## config.mk

```make
export PLATFORM = sky130hd
export DESIGN_NAME = ljpfa_front
export DESIGN_NICKNAME = d
export VERILOG_FILES = /design/src/hw/rtl/lj_pair_force_accumulate_top_assert.svh /design/src/hw/rtl/ljpfa_pkg.sv /design/src/hw/rtl/ljpfa_front.sv
export SDC_FILE = /design/constraint.sdc
export NUM_CORES = 2
export LEC_CHECK = 0
export BUFFER_PORTS_ARGS = -buffer_cell sky130_fd_sc_hd__buf_2
export CAP_MARGIN = 20
export CORE_ASPECT_RATIO = 0.6
export CORE_UTILIZATION = 57
export CTS_CLUSTER_DIAMETER = 50
export DETAILED_ROUTE_END_ITERATION = 10
export GPL_TIMING_DRIVEN = 1
export HOLD_SLACK_MARGIN = 0.15
export MAX_ROUTING_LAYER = met4
export PLACE_DENSITY_LB_ADDON = 0.2
export RECOVER_POWER = 25
export SYNTH_ARGS = -nofsm -noshare
export SYNTH_HDL_FRONTEND = slang
export SYNTH_SLANG_ARGS = --single-unit
```

## constraint.sdc

```tcl
create_clock -name clk -period 21.6 [get_ports clk]
set_input_delay 3.24 -clock clk [delete_from_list [all_inputs] [get_ports clk]]
set_output_delay 3.24 -clock clk [all_outputs]
set_load 0.1 [all_outputs]
```

## src/hw/rtl/lj_pair_force_accumulate_top_assert.svh

```systemverilog
// assertion macros shared by the pair force accumulator modules
`ifndef LJ_PAIR_FORCE_ACCUMULATE_TOP_ASSERT_SVH
`define LJ_PAIR_FORCE_ACCUMULATE_TOP_ASSERT_SVH

// same-cycle implication, checked outside reset
`define LJPFA_ASSERT_NOW(label, clk, rst_n, ante, cons, msg) \
  label: assert property (@(posedge clk) disable iff (!rst_n) (ante) |-> (cons)) \
    else $error(msg);

// next-cycle implication, checked outside reset
`define LJPFA_ASSERT_NEXT(label, clk, rst_n, ante, cons, msg) \
  label: assert property (@(posedge clk) disable iff (!rst_n) (ante) |=> (cons)) \
    else $error(msg);

`endif

```

## src/hw/rtl/ljpfa_pkg.sv

```systemverilog
// shared constants, types and register codes of the pair force accumulator
`timescale 1ns / 1ps

package ljpfa_pkg;

  localparam int FRAC_BITS  = 16;

  localparam int OFF_W      = 24;
  localparam int EPS_W      = 24;
  localparam int SIG_W      = 20;
  localparam int CUT_W      = 24;
  localparam int FORCE_W    = 40;
  localparam int R2_W       = 48;
  localparam int S2_W       = 40;
  localparam int DIV_W      = 56;
  localparam int DIV_CNT_W  = 6;
  localparam int INNER_W    = 56;
  localparam int PAIR_W     = 39;
  localparam int TMAG_W     = INNER_W + 1;
  localparam int MUL_A_W    = 61;
  localparam int MUL_B_W    = 64;
  localparam int MUL_CHUNK  = 16;
  localparam int MUL_STEPS  = MUL_B_W / MUL_CHUNK;
  localparam int MUL_CNT_W  = 2;
  localparam int MUL_ACC_W  = 64;
  localparam int FIFO_DEPTH = 4;
  localparam int FIFO_PTR_W = 2;
  localparam int CFG_IDX_W  = 2;
  localparam int CFG_DATA_W = 24;

  localparam logic [CFG_IDX_W-1:0] CFG_WELL_DEPTH = 2'd0;
  localparam logic [CFG_IDX_W-1:0] CFG_ZERO_DIST  = 2'd1;
  localparam logic [CFG_IDX_W-1:0] CFG_CUTOFF     = 2'd2;

  localparam logic [EPS_W-1:0] EPS_RESET = 24'd65536;
  localparam logic [SIG_W-1:0] SIG_RESET = 20'd58327;
  localparam logic [CUT_W-1:0] CUT_RESET = 24'd163840;

  // smallest r2 treated as a real distance
  localparam logic [R2_W-1:0] NEAR_ZERO =
    R2_W'(((64'd1 << (2 * FRAC_BITS)) + 64'd9999999999) / 64'd10000000000);

  localparam logic [INNER_W-1:0] INNER_CAP = {INNER_W{1'b1}};
  localparam logic [PAIR_W-1:0]  PAIR_CAP  = {PAIR_W{1'b1}};

  typedef struct packed {
    logic signed [OFF_W-1:0] dx;
    logic signed [OFF_W-1:0] dy;
    logic                    last;
    logic                    skip;
    logic [R2_W-1:0]         r2;
  } pair_t;

  typedef struct packed {
    logic             start;
    logic [DIV_W-1:0] num;
    logic [R2_W-1:0]  den;
  } div_req_t;

  typedef struct packed {
    logic             busy;
    logic             done;
    logic [DIV_W-1:0] quo;
  } div_rsp_t;

  typedef struct packed {
    logic               start;
    logic [MUL_A_W-1:0] a;
    logic [MUL_B_W-1:0] b;
  } mul_req_t;

  typedef struct packed {
    logic                 busy;
    logic                 done;
    logic                 big;
    logic [MUL_ACC_W-1:0] acc;
  } mul_rsp_t;

endpackage

```

## src/hw/rtl/ljpfa_front.sv

```systemverilog
// front: takes pairs, forms r2 and flags pairs beyond cutoff or at zero distance
`timescale 1ns / 1ps

module ljpfa_front (
  input  logic                                clk,
  input  logic                                rst_n,
  input  logic                                push,
  output logic                                full,
  input  logic signed [ljpfa_pkg::OFF_W-1:0]  offset_x,
  input  logic signed [ljpfa_pkg::OFF_W-1:0]  offset_y,
  input  logic                                last_pair,
  input  logic        [ljpfa_pkg::CUT_W-1:0]  cutoff_radius,
  input  logic                                fifo_full,
  output logic                                fifo_wr,
  output ljpfa_pkg::pair_t                    fifo_data
);
  import ljpfa_pkg::*;

  logic                    en;
  logic                    s1_v_r;
  logic signed [OFF_W-1:0] s1_dx_r;
  logic signed [OFF_W-1:0] s1_dy_r;
  logic                    s1_last_r;
  logic                    s2_v_r;
  logic signed [OFF_W-1:0] s2_dx_r;
  logic signed [OFF_W-1:0] s2_dy_r;
  logic                    s2_last_r;
  logic [R2_W-1:0]         sqx_r;
  logic [R2_W-1:0]         sqy_r;
  logic [R2_W-1:0]         rc2_r;

  logic signed [R2_W-1:0]  sx;
  logic signed [R2_W-1:0]  sy;
  logic [R2_W-1:0]         r2;

  // the whole front stalls when its last stage cannot drain
  assign en      = !(s2_v_r && fifo_full);
  assign full    = !en;
  assign fifo_wr = s2_v_r && !fifo_full;

  assign sx = R2_W'(s1_dx_r);
  assign sy = R2_W'(s1_dy_r);
  assign r2 = sqx_r + sqy_r;

  assign fifo_data.dx   = s2_dx_r;
  assign fifo_data.dy   = s2_dy_r;
  assign fifo_data.last = s2_last_r;
  assign fifo_data.r2   = r2;
  assign fifo_data.skip = (r2 > rc2_r) || (r2 < NEAR_ZERO);

  always_ff @(posedge clk) begin
    if (!rst_n) begin
      s1_v_r <= 1'b0;
      s2_v_r <= 1'b0;
    end else if (en) begin
      s1_v_r <= push;
      s2_v_r <= s1_v_r;
    end
  end

  always_ff @(posedge clk) begin
    rc2_r <= R2_W'(cutoff_radius) * R2_W'(cutoff_radius);
    if (en) begin
      s1_dx_r   <= offset_x;
      s1_dy_r   <= offset_y;
      s1_last_r <= last_pair;
      s2_dx_r   <= s1_dx_r;
      s2_dy_r   <= s1_dy_r;
      s2_last_r <= s1_last_r;
      sqx_r     <= sx * sx;
      sqy_r     <= sy * sy;
    end
  end

endmodule

```

### Word level (Yosys, flattened, before mapping)

Cells that the tools add are included.

| operators by class | value |
|---|---|
| reductions and logical operators | 4 |
| div/mod/pow operators | 0 |
| bitwise operators | 0 |
| multipliers | 3 |
| multiplexer cells | 0 |
| $lt $le $gt $ge | 2 |
| equal/unequal tests | 0 |
| $add $sub $neg | 1 |
| shift-type cells | 0 |

Operators with widths:

| kind | count |
|---|---|
| $mul 24x24->48 | 3 |
| $add 48x48->48 | 1 |
| $gt 48x48->1 | 1 |
| $lt 48x1->1 const B | 1 |
| $logic_and 1x1->1 | 2 |
| $logic_not 1->1 | 1 |
| $logic_or 1x1->1 | 1 |

| storage, ports and cells | value |
|---|---|
| latch bits | 0 |
| input bits | 77 |
| register bits | 244 |
| ROM bits | 0 |
| RAM bits | 0 |
| logic and storage cells | 21 |
| memories | 0 |

### Depth between registers and ports, before layout

| logic depth | value |
|---|---|
| depth after elaboration | 3 |
| mapped depth | 29 |

### Worst setup path before layout

OpenSTA, ideal clock, no wires.

| timing path | value |
|---|---|
| path type | input -> output |
| start point | input fifo_full |
| end point | output full |
| stages | 2 |
| path slack | 8902 ps |
| data required time | 18360 ps |
| data arrival time | 9458 ps |
| path through | nand2_1 > inv_1 |

| between the ends | value |
|---|---|
| cells in the longest elaborated chain, start to end | 1 |

RTL lines:

| what | RTL line | text |
|---|---|---|
| start, declared | ljpfa_front.sv:13 | `input logic fifo_full,` |
| $logic_and 1x1->1 | ljpfa_front.sv:37 | `assign en = !(s2_v_r && fifo_full);` |
| end, declared | ljpfa_front.sv:8 | `output logic full,` |

No other way between the ends.

### Worst setup path in the final report

| timing path | value |
|---|---|
| start point | input cutoff_radius[0] (netlist name) |
| end point | register rc2_r[41] |

| between the ends | value |
|---|---|
| cells in the longest elaborated chain, start to end | 1 |

RTL lines:

| what | RTL line | text |
|---|---|---|
| start, declared | ljpfa_front.sv:12 | `input logic [ljpfa_pkg::CUT_W-1:0] cutoff_radius,` |
| $mul 24x24->48 | ljpfa_front.sv:62 | `rc2_r <= R2_W'(cutoff_radius) * R2_W'(cutoff_radius);` |
| end signal, assigned | ljpfa_front.sv:62 |  |
| end, declared | ljpfa_front.sv:30 | `logic [R2_W-1:0] rc2_r;` |

No other way between the ends.
A chain may end at the register's enable or synchronous reset.

==> metrics <==
outcome=complete, but fails checks; failing checks=max-capacitance violations, max-slew violations; share of the synthesized area in the top cell type=47.6%; Synth Register Bits=239; hold slack=0.423 ns; sequential area share after synthesis=10.4%; Distinct cells, synth=81; Max-slew headroom=-50.7%; first-pass GRT wire length=267000 um; routability cong.=0.980; syn_nets=8760; WP data required=22.13 ns; routed via count=43600; final setup violation count=0; Syn Area/Cell=9.78 um^2; DP HPWL=138000 um; Synth Cell Area=64500 um^2; Max FO, Critical Path=25; max-capacitance violation count=26; 1st-iter DRT viols=3333; share of cells above drive strength 1=4.16%; final worst-path setup slack=10.62 ns; number of synthesized flops with an enable pin=190; Hold Fails Final Rpt=0; number of CTS-inserted buffers=36; max-slew violation count=753; cts hold-fix bufs=0; die height=263 um; Synth Warn #=0; antenna violations before repair=9; Post-Synthesis Cells=6592; Synth area leader=fa_1; Routed wire per std cell=20.0 um; net count reported at finish=8848; initial core utilization=57.5%; post-cts repair resize count=0; core area=112000 um^2; clk sink count=239; clock root buffer=clkbuf_16; share of synthesized registers carrying an async set or reset=0%; CTS clk-pin slew, worst paths=0.06 ns; CP endpoint kind=flip-flop; final instance area=68000 um^2; drt drc=0; die width=436 um; crit path time final=10.98 ns; Hold WC Path Type=flip-flop to flip-flop; Clock Path Buffers=3; Worst Tran Pin Value=2.26 ns; Crit Path Category=primary input to flip-flop; GR Overflow Total=0; Clock Skew=0.0377 ns; Post-CTS Setup Bufs=0; max frequency=91.0 MHz; number of global-route vias before repair=47000; port bufs=176; Crit path arrival time=11.51 ns; Post-synth top flop=edfxtp_1; insertion delay to the later sink of the worst-skew pair=0.61 ns; GRT Total Usage=31.1%; period utilisation layout=50.8%; DP Worst Slack=10.52 ns; antenna-violating nets left=0; DRT Pass-1 Iters=6; Die Area=115000 um^2; Startpoint Class=primary input; IO Pins=177; CTS tree=built; P&R area growth vs syn=5.50%; row count=95; DP Area=66900 um^2; largest net degree at the start of global routing=146; routed wire length=164000 um; H-tree depth=2; Setup Total Neg Slack=0 ns; RSZ-0062 raised after global routing=false; Fillers=9573; vias per cell=5.31; ranking of synthesized cells by area=fa_1, inv_1, ha_1
-- routing by layer --
| metal | up-vias | share of wire, % | track usage, % |
|---|---|---|---|
| li1 | 19700 | - | - |
| met1 | 22300 | 49 | 48.9 |
| met2 | 1464 | 40 | 41.6 |
| met3 | 142 | 9.4 | 6.91 |
| met4 | 0 | 1.7 | 4.87 |
| met5 | - | 0 | - |
-- layout make-up --
type / count / area (um^2) / share of cell area (%)
antenna: 1 / 2.50 / 0.00368
inverter: 1996 / 7490 / 11.0
tap: 1503 / 1880 / 2.76
timing repair buffer: 227 / 1120 / 1.64
clock buffer: 43 / 962 / 1.41
sequential: 239 / 6690 / 9.83
clock inverter: 23 / 275 / 0.405
multi-input combinational: 4180 / 49600 / 72.9
-- synthesized netlist by cell type (4+ instances only) --
library cell / number
buf_2: 4
and3_1: 13
a221oi_1: 10
o211a_1: 4
a211oi_1: 17
or2_2: 11
fa_1: 1532
o21ai_0: 77
nor4_1: 8
and2_1: 319
a21o_1: 116
or4_1: 4
a21boi_0: 5
a31o_2: 7
nand2b_1: 32
xnor2_1: 152
o21a_1: 22
nand2_1: 595
o21bai_1: 22
clkbuf_1: 169
ha_1: 559
nor2_1: 138
xor2_1: 64
dfxtp_1: 49
mux2i_1: 7
nor2b_1: 56
o31ai_1: 5
a21oi_1: 173
a2111oi_0: 8
nor3_1: 29
o21ai_1: 16
nand4_1: 33
o211ai_1: 11
or3_1: 11
inv_1: 1996
a31oi_1: 13
nand3_1: 42
mux2_2: 4
edfxtp_1: 190
a211o_1: 4
-- path summary, 6_finish.rpt --
| kind | end | cells after the start | start | slack [ns] |
|---|---|---|---|---|
| max | rc2_r[41] | 27 | cutoff_radius[0] | 10.62 |
| min | s2_last_r | 0 | s1_last_r | 0.42 |
| max reg2reg | sqy_r[47] | 25 | s1_dy_r[23] | 11.78 |
| min reg2reg | s2_last_r | 0 | s1_last_r | 0.42 |
-- critical path: stages --
cell and delay [ns]:
clkbuf_1 0.90, and2_1 0.27, inv_1 0.07, fa_1 0.50, inv_1 0.06, fa_1 0.53
inv_1 0.05, fa_1 0.51, fa_1 0.52, inv_1 0.06, fa_1 0.49, fa_1 0.49
inv_1 0.05, fa_1 0.47, inv_1 0.04, ha_1 0.35, and3_1 0.24, a221oi_1 0.28
o21ai_1 0.11, o21bai_1 0.25, a2111o_1 0.49, a211oi_1 0.44, nor2_1 0.14, a21oi_1 0.34
nor2_1 0.11, o41ai_1 0.34, xnor2_1 0.16
-- metrics by stage --
step           std cells  utilization, %
3_3_place_gp        8145            59.7
4_1_cts             8211            60.8
6_report            8212            60.7
2_1_floorplan       6592               -
5_1_grt             8211            60.7
3_5_place_dp        8145            59.7
-- cell families (layout without fill, tap and decap cells) --
logic type / count (synthesis) / after routing / synth area share, %
and+or+nand+nor: 1311 / 1311 / 9.84
DFF: 239 / 239 / 10.4
muxes: 11 / 11 / 0.179
AOI/OAI and AO/OA: 551 / 551 / 5.57
other: 0 / 1 / 0
buffers and inverters: 2173 / 2289 / 12.7
adders and majority gates: 2091 / 2091 / 58.4
xor gates and xnor gates: 216 / 216 / 2.93
-- cell usage in the layout, fill, tap and decap left out, types with 42 or more instances in the layout --
master and count:
buf_2 174, xor2_1 64, nor2_1 138, dfxtp_1 49
a21oi_1 173, clkbuf_1 48, a21o_1 116, inv_1 1996
o21ai_0 77, edfxtp_1 190, and2_1 315, nor2b_1 56
xnor2_1 152, nand3_1 42, nand2_1 595, ha_1 559
fa_1 1532
-- registers in the layout (all words and copies together) (netlist names) --
name       count
s1_last_r      1
s2_v_r         1
rc2_r         47
sqx_r         46
s1_dy_r       24
s2_dy_r       24
sqy_r         46
s1_dx_r       24
s2_last_r      1
s1_v_r         1
s2_dx_r       24
Power is left out: the tool's default activity adds up to more than one toggle a clock period on the data nets, which glitch-free logic cannot reach.
