**config.mk**
```make
export PLATFORM = sky130hd
export DESIGN_NAME = ljpfa_fifo
export DESIGN_NICKNAME = d
export VERILOG_FILES = /design/src/hw/rtl/ljpfa_pkg.sv /design/src/hw/rtl/ljpfa_fifo.sv
export VERILOG_INCLUDE_DIRS = /design/src /design/src/hw/rtl
export SDC_FILE = /design/constraint.sdc
export NUM_CORES = 1
export LEC_CHECK = 0
export BUFFER_PORTS_ARGS = -buffer_cell sky130_fd_sc_hd__buf_2
export CORE_MARGIN = 4
export CORE_UTILIZATION = 35
export CTS_CLUSTER_DIAMETER = 80
export DETAILED_ROUTE_END_ITERATION = 10
export SYNTH_ARGS = -nofsm -noshare
export SYNTH_HDL_FRONTEND = slang
export SYNTH_SLANG_ARGS = --single-unit
```
**constraint.sdc**
```tcl
create_clock -name clk -period 4.6 [get_ports clk]
set_input_delay 0.23 -clock clk [delete_from_list [all_inputs] [get_ports clk]]
set_output_delay 0.23 -clock clk [all_outputs]
set_load 0.005 [all_outputs]
```
**src/hw/rtl/lj_pair_force_accumulate_top_assert.svh**
```systemverilog
// assertion macros shared by the pair force accumulator modules
`ifndef LJ_PAIR_FORCE_ACCUMULATE_TOP_ASSERT_SVH
`define LJ_PAIR_FORCE_ACCUMULATE_TOP_ASSERT_SVH

// same-cycle implication, checked outside reset
`define LJPFA_ASSERT_NOW(label, clk, rst_n, ante, cons, msg) \
  label: assert property (@(posedge clk) disable iff (!rst_n) (ante) |-> (cons)) \
    else $error(msg);

// next-cycle implication, checked outside reset
`define LJPFA_ASSERT_NEXT(label, clk, rst_n, ante, cons, msg) \
  label: assert property (@(posedge clk) disable iff (!rst_n) (ante) |=> (cons)) \
    else $error(msg);

`endif

```
**src/hw/rtl/ljpfa_pkg.sv**
```systemverilog
// shared constants, types and register codes of the pair force accumulator
`timescale 1ns / 1ps

package ljpfa_pkg;

  localparam int FRAC_BITS  = 16;

  localparam int OFF_W      = 24;
  localparam int EPS_W      = 24;
  localparam int SIG_W      = 20;
  localparam int CUT_W      = 24;
  localparam int FORCE_W    = 40;
  localparam int R2_W       = 48;
  localparam int S2_W       = 40;
  localparam int DIV_W      = 56;
  localparam int DIV_CNT_W  = 6;
  localparam int INNER_W    = 56;
  localparam int PAIR_W     = 39;
  localparam int TMAG_W     = INNER_W + 1;
  localparam int MUL_A_W    = 61;
  localparam int MUL_B_W    = 64;
  localparam int MUL_CHUNK  = 16;
  localparam int MUL_STEPS  = MUL_B_W / MUL_CHUNK;
  localparam int MUL_CNT_W  = 2;
  localparam int MUL_ACC_W  = 64;
  localparam int FIFO_DEPTH = 4;
  localparam int FIFO_PTR_W = 2;
  localparam int CFG_IDX_W  = 2;
  localparam int CFG_DATA_W = 24;

  localparam logic [CFG_IDX_W-1:0] CFG_WELL_DEPTH = 2'd0;
  localparam logic [CFG_IDX_W-1:0] CFG_ZERO_DIST  = 2'd1;
  localparam logic [CFG_IDX_W-1:0] CFG_CUTOFF     = 2'd2;

  localparam logic [EPS_W-1:0] EPS_RESET = 24'd65536;
  localparam logic [SIG_W-1:0] SIG_RESET = 20'd58327;
  localparam logic [CUT_W-1:0] CUT_RESET = 24'd163840;

  // smallest r2 treated as a real distance
  localparam logic [R2_W-1:0] NEAR_ZERO =
    R2_W'(((64'd1 << (2 * FRAC_BITS)) + 64'd9999999999) / 64'd10000000000);

  localparam logic [INNER_W-1:0] INNER_CAP = {INNER_W{1'b1}};
  localparam logic [PAIR_W-1:0]  PAIR_CAP  = {PAIR_W{1'b1}};

  typedef struct packed {
    logic signed [OFF_W-1:0] dx;
    logic signed [OFF_W-1:0] dy;
    logic                    last;
    logic                    skip;
    logic [R2_W-1:0]         r2;
  } pair_t;

  typedef struct packed {
    logic             start;
    logic [DIV_W-1:0] num;
    logic [R2_W-1:0]  den;
  } div_req_t;

  typedef struct packed {
    logic             busy;
    logic             done;
    logic [DIV_W-1:0] quo;
  } div_rsp_t;

  typedef struct packed {
    logic               start;
    logic [MUL_A_W-1:0] a;
    logic [MUL_B_W-1:0] b;
  } mul_req_t;

  typedef struct packed {
    logic                 busy;
    logic                 done;
    logic                 big;
    logic [MUL_ACC_W-1:0] acc;
  } mul_rsp_t;

endpackage

```
**src/hw/rtl/ljpfa_fifo.sv**
```systemverilog
// short queue of classified pairs between front and back
`timescale 1ns / 1ps

module ljpfa_fifo (
  input  logic             clk,
  input  logic             rst_n,
  input  logic             wr_en,
  input  ljpfa_pkg::pair_t wr_data,
  output logic             full,
  input  logic             rd_en,
  output ljpfa_pkg::pair_t rd_data,
  output logic             empty
);
  import ljpfa_pkg::*;

  `include "lj_pair_force_accumulate_top_assert.svh"

  pair_t                 mem_r [FIFO_DEPTH];
  logic [FIFO_PTR_W-1:0] wr_ptr_r;
  logic [FIFO_PTR_W-1:0] rd_ptr_r;
  logic [FIFO_PTR_W:0]   cnt_r;

  assign full    = cnt_r == (FIFO_PTR_W+1)'(FIFO_DEPTH);
  assign empty   = cnt_r == '0;
  assign rd_data = mem_r[rd_ptr_r];

  always_ff @(posedge clk) begin
    if (!rst_n) begin
      wr_ptr_r <= '0;
      rd_ptr_r <= '0;
      cnt_r    <= '0;
    end else begin
      if (wr_en) wr_ptr_r <= wr_ptr_r + 1'b1;
      if (rd_en) rd_ptr_r <= rd_ptr_r + 1'b1;
      if (wr_en && !rd_en) begin
        cnt_r <= cnt_r + 1'b1;
      end else if (rd_en && !wr_en) begin
        cnt_r <= cnt_r - 1'b1;
      end
    end
  end

  always_ff @(posedge clk) begin
    if (wr_en) mem_r[wr_ptr_r] <= wr_data;
  end

  `LJPFA_ASSERT_NOW(a_fifo_no_underflow, clk, rst_n, rd_en, cnt_r != '0, "fifo read while empty")
  `LJPFA_ASSERT_NOW(a_fifo_no_overflow, clk, rst_n, wr_en, cnt_r != (FIFO_PTR_W+1)'(FIFO_DEPTH), "fifo write while full")
  `LJPFA_ASSERT_NOW(a_fifo_cnt_range, clk, rst_n, 1'b1, cnt_r <= (FIFO_PTR_W+1)'(FIFO_DEPTH), "fifo count out of range")

endmodule

```
==> Word level (Yosys, flattened, before mapping) <==
Memories as Yosys holds them, arrays and structs flattened. A register that Yosys moved wholly into a read port is not among the register bits.
Index checks and enable logic that the tools add are counted.
{ "classes": {"add_sub_neg": 4, "mul": 0, "div_mod_pow": 0, "magnitude_cmp": 0, "n_eq_ne": 1, "n_shift": 0, "muxes": 6, "bitwise": 0, "n_reduce_logical": 6} }
{ "op_table": {"columns": ["op", "count"], "rows": [
  ["3-bit two-way mux", 2],
  ["2-bit by 1-bit adder with 2-bit output, second input constant", 2],
  ["2-bit two-way mux", 2],
  ["3-bit by 1-bit adder with 3-bit output, second input constant", 1],
  ["3-bit == test, second input constant", 1],
  ["3-bit zero test", 1],
  ["3-bit by 1-bit subtractor with 3-bit output, second input constant", 1],
  ["1-bit logical AND", 2],
  ["1-bit zero test", 2],
  ["1-bit two-way mux", 2],
  ["2-bit nonzero test", 1]
]} }
{ "word_totals": {"ff_bits": 7, "latchBits": 0, "ram_bits": 392, "mem_bits_ro": 0, "input_bits": 102, "elab_cells": 21, "n_memories": 1} }
{ "mem_list": {"columns": ["name", "words", "word_bits", "read_ports", "rd_ports_with_merged_regs", "write_ports", "line", "rtl"], "rows": [
  ["mem_r", 4, 98, 1, 1, 1, "ljpfa_fifo.sv:18", "pair_t mem_r [FIFO_DEPTH];"]
]} }

==> Depth between registers and ports, before layout <==
{ "logic_depth": {"ltp_word": 4, "depth_mapped": 7, "depth_no_buf": 7} }

==> Worst setup path before layout <==
Ideal clock, no wire load.
{ "synth_timing": {"path_type": "register -> register", "startpoint": "reg wr_ptr_r[0]", "endpoint": "mem mem_r[0][0] (netlist name) (enable)", "arrival_time_ns": 2.807, "required_ns": 4.132, "path_slack_ns": 1.325, "stages_incl_launch_ff": 4, "n_path_buf": 0, "cell_sequence": "dfxtp_1 inv_1 ha_1 and2_1"} }
{ "synth_rtl": {"columns": ["element", "line", "rtl"], "rows": [
  ["from (decl)", "ljpfa_fifo.sv:19", "logic [FIFO_PTR_W-1:0] wr_ptr_r;"],
  ["from (signal assigned)", "ljpfa_fifo.sv:33", "if (wr_en) wr_ptr_r <= wr_ptr_r + 1'b1;"],
  ["to (decl)", "ljpfa_fifo.sv:18", null]
]} }
Straight into the memory's write port.

==> reports/metrics.yaml <==
design.portCount: 202
timing.critical_path.cells: "buf_12 -> mux4_2 -> buf_2"
synth_seq_area_share_pct: 82.0
timing.fmax_mhz: 375
cp_slowest_cell: "sky130_fd_sc_hd__dfxtp_4"
critical-path-max-stage-delay_ns: 0.86
finalNetCount: 994
final_period_minus_worst_setup_slack_ns: 2.67
io_buffer_count: 201
ys_top_cells_by_area: "sky130_fd_sc_hd__edfxtp_1, sky130_fd_sc_hd__mux4_2, sky130_fd_sc_hd__dfxtp_1"
ff_latch_area_um2: 12000
synth.avg_cell_area_um2: 26.3
gr-usage-all-layers_pct: 13.0
setup.worst_path.end_class: "output pin"
worst-setup-path-type: "reg -> out"
synth.top_cell.area_share_pct: 80.8
die_w_um: 212
muxShareOfSynthArea_pct: 15.3
worst_ir_drop_vdd_mv: 0.289
first_iter_violations: 379
setup_viol: 0
complex_gate_fraction_of_the_synthesized_area_pct: 0.0859
detailed_route_wire_length_per_cell_um: 20.1
antennaDiodeCount: 0
min-delay-path-class: "in -> reg"
max_cap_viol_count: 0
fraction_of_layout_cells_with_a_size_suffix_above_1_pct: 40.4
critPathArrivalTime_ns: 2.44
yosys_most_used_dff: "sky130_fd_sc_hd__edfxtp_1"
number_of_buffers_added_by_the_clock_tree_synthesis_step: 44
finalHoldViolCount: 0
cell_count_of_the_worst_reg_to_reg_path: 4
final_max_slew_viol_count: 0
synthesis_warnings: 0
synth.most_common_cell: "sky130_fd_sc_hd__edfxtp_1"
clock_tree_from_tritoncts: "built"
area_growth_syn_to_layout_pct: 27.5
grt_setup_unrepaired: "no"
die_h_um: 212
slew-limit-headroom_pct: 42.3
path_max_fanout: 50
post_synth_xor_area_fraction_pct: 0.300
tritoncts_num_sinks: 401
drt-pass1-iter-count: 4
gr-total-overflow: 0
drc: 0
crit_required_ns: 4.37
power_density_nw_per_um2: 448
grt_first_pass_wirelength_um: 44900
finalCoreUtilization_pct: 45.3
clock_insertion_delay_worst_skew_ns: 0.56
detail_route.vias_per_cell: 4.74
hold_depth: 3
cts.root.buffer_cell: "sky130_fd_sc_hd__clkbuf_16"
clock-skew-final_ns: 0.0206
run_status: "finished, final reports clean"
setup.worst_path.start_class: "flop"
synth_fp_nets: 663
worstMarginPinSlew_ns: 0.865
ys_top_cells_by_count: "sky130_fd_sc_hd__edfxtp_1, sky130_fd_sc_hd__mux4_2, sky130_fd_sc_hd__buf_2, sky130_fd_sc_hd__and2_1, sky130_fd_sc_hd__dfxtp_1"
synth_edf_count: 392
gp_routability_congestion: 0.669
netlist_instances: 555
synth-adder-area-share_pct: 0.567
fillers: 3459
largest_net_degree_at_the_start_of_global_routing: 61
synthArstFlopShare_pct: 0
power.leakage_nw: 6.27
post-dp-hpwl_um: 16400
cts_buffer_depth: 3
syn_area_um2: 14600
fin_tns_setup_ns: 0
clkSlewWorstSetupHoldPaths_ns: 0.06
synthDistinctLibCells: 23
clock_tree.htree_level_count: 2
first_global_vias: 7539
die_area_um2: 45000
antenna_found_initial: 0
design.core.area_um2: 41000
period_share_pct: 58.0
row_cnt: 74
synth_area_leader_cell: "sky130_fd_sc_hd__edfxtp_1"
footprint_of_the_multi_input_gates_um2: 2470
main_combinational_cell_family_by_area_after_synthesis: "multiplexers"
num_vias: 6865
initial_utilization_pct: 35.5
final_antenna_net_count: 0
synth-simple-area-share_pct: 0.627
totalWireLength_um: 29100
yosys_register_bits: 401
==> cell usage in the layout, fill, tap and decap left out <==
cell / count
sky130_fd_sc_hd__a21boi_0: 1
sky130_fd_sc_hd__clkinv_1: 7
sky130_fd_sc_hd__inv_6: 3
sky130_fd_sc_hd__mux4_2: 98
sky130_fd_sc_hd__nor3_1: 1
sky130_fd_sc_hd__and2_4: 4
sky130_fd_sc_hd__buf_4: 1
sky130_fd_sc_hd__clkinv_4: 1
sky130_fd_sc_hd__clkbuf_16: 45
sky130_fd_sc_hd__buf_2: 201
sky130_fd_sc_hd__dfxtp_1: 7
sky130_fd_sc_hd__dfxtp_4: 2
sky130_fd_sc_hd__nor3b_1: 1
sky130_fd_sc_hd__buf_12: 6
sky130_fd_sc_hd__edfxtp_1: 392
sky130_fd_sc_hd__mux2i_1: 2
sky130_fd_sc_hd__xnor2_1: 2
sky130_fd_sc_hd__clkbuf_1: 10
sky130_fd_sc_hd__fa_1: 1
sky130_fd_sc_hd__bufinv_16: 3
sky130_fd_sc_hd__dlygate4sd3_1: 99
sky130_fd_sc_hd__o21ai_0: 1
sky130_fd_sc_hd__nand2_1: 1
sky130_fd_sc_hd__and2_1: 5
sky130_fd_sc_hd__clkinv_2: 6
sky130_fd_sc_hd__ha_1: 5
sky130_fd_sc_hd__or3_1: 1
sky130_fd_sc_hd__inv_1: 4
sky130_fd_sc_hd__nor2b_1: 2
sky130_fd_sc_hd__xor2_1: 3
==> logic make-up (layout without fill, tap and decap cells) <==
group	Yosys count	after routing
xor+xnor	5	5
buf+inv	26	386
mux	100	100
fa+ha+maj	6	6
simple gates	15	15
flops	401	401
compound gates	2	2
==> where the power goes <==
part	internal [mW]	switching, mW
logic	0.400	0.365
registers	4.20	0.0617
clock network	1.95	1.35
total	6.55	1.78
==> critical path, delay by kind of cell, from the launching register on <==
| kind | cells | cell delay (ns) |
|---|---|---|
| mux | 1 | 0.38 |
| flops | 1 | 0.86 |
| buf+inv | 2 | 0.51 |
==> flip-flops by register name, summed over array words and instances, names as in the netlist, named ones only <==
name / count
mem_r: 392
cnt_r: 3
rd_ptr_r: 2
wr_ptr_r: 2
==> stage by stage <==
step                      cell area [µm²]  power [mW]  setup slack (ns)  std cells  hold WS, ns
after CTS                           18600        8.46              1.85       1447       0.0198
after global routing                18600        8.70              1.77       1447       0.0474
final                               18600        8.33              1.93       1447       0.0675
after detailed placement            16200        5.06              2.47       1273        0.447
after floorplan                     14600        4.72              1.33        555        0.329
after global placement              16200        5.04              2.47       1273        0.442
==> metal layers <==
layer | vias up | track usage (%) | wire length (µm)
li1 | 3053 | - | -
met1 | 3578 | 16.7 | 12200
met2 | 187 | 21.4 | 14300
met3 | 47 | 4.46 | 1980
met4 | 0 | 3.55 | 614
met5 | - | 0 | 0
==> layout make-up <==
class / instances / area share [%]
sequential: 401 / 64.4
multi-input combinational: 128 / 13.3
timing repair buffer: 307 / 11.4
clock buffer: 55 / 6.26
tap: 532 / 3.58
clock inverter: 20 / 0.977
inverter: 4 / 0.0808
==> final timing paths <==
kind                from      endpoint  slack, ns
max reg2reg  wr_ptr_r[0]  mem_r[0][31]       2.59
min                rd_en          flop       0.07
max                 flop    rd_data[4]       1.93
min reg2reg     cnt_r[2]      cnt_r[2]       0.52
==> what timing repair did <==
action,CTS,global route
endpoints found under the hold margin,401,0
hold buffers,99,0
buffers inserted,0,0
resized for setup,0,0
No activity file was read; power rests on OpenSTA's default activity.
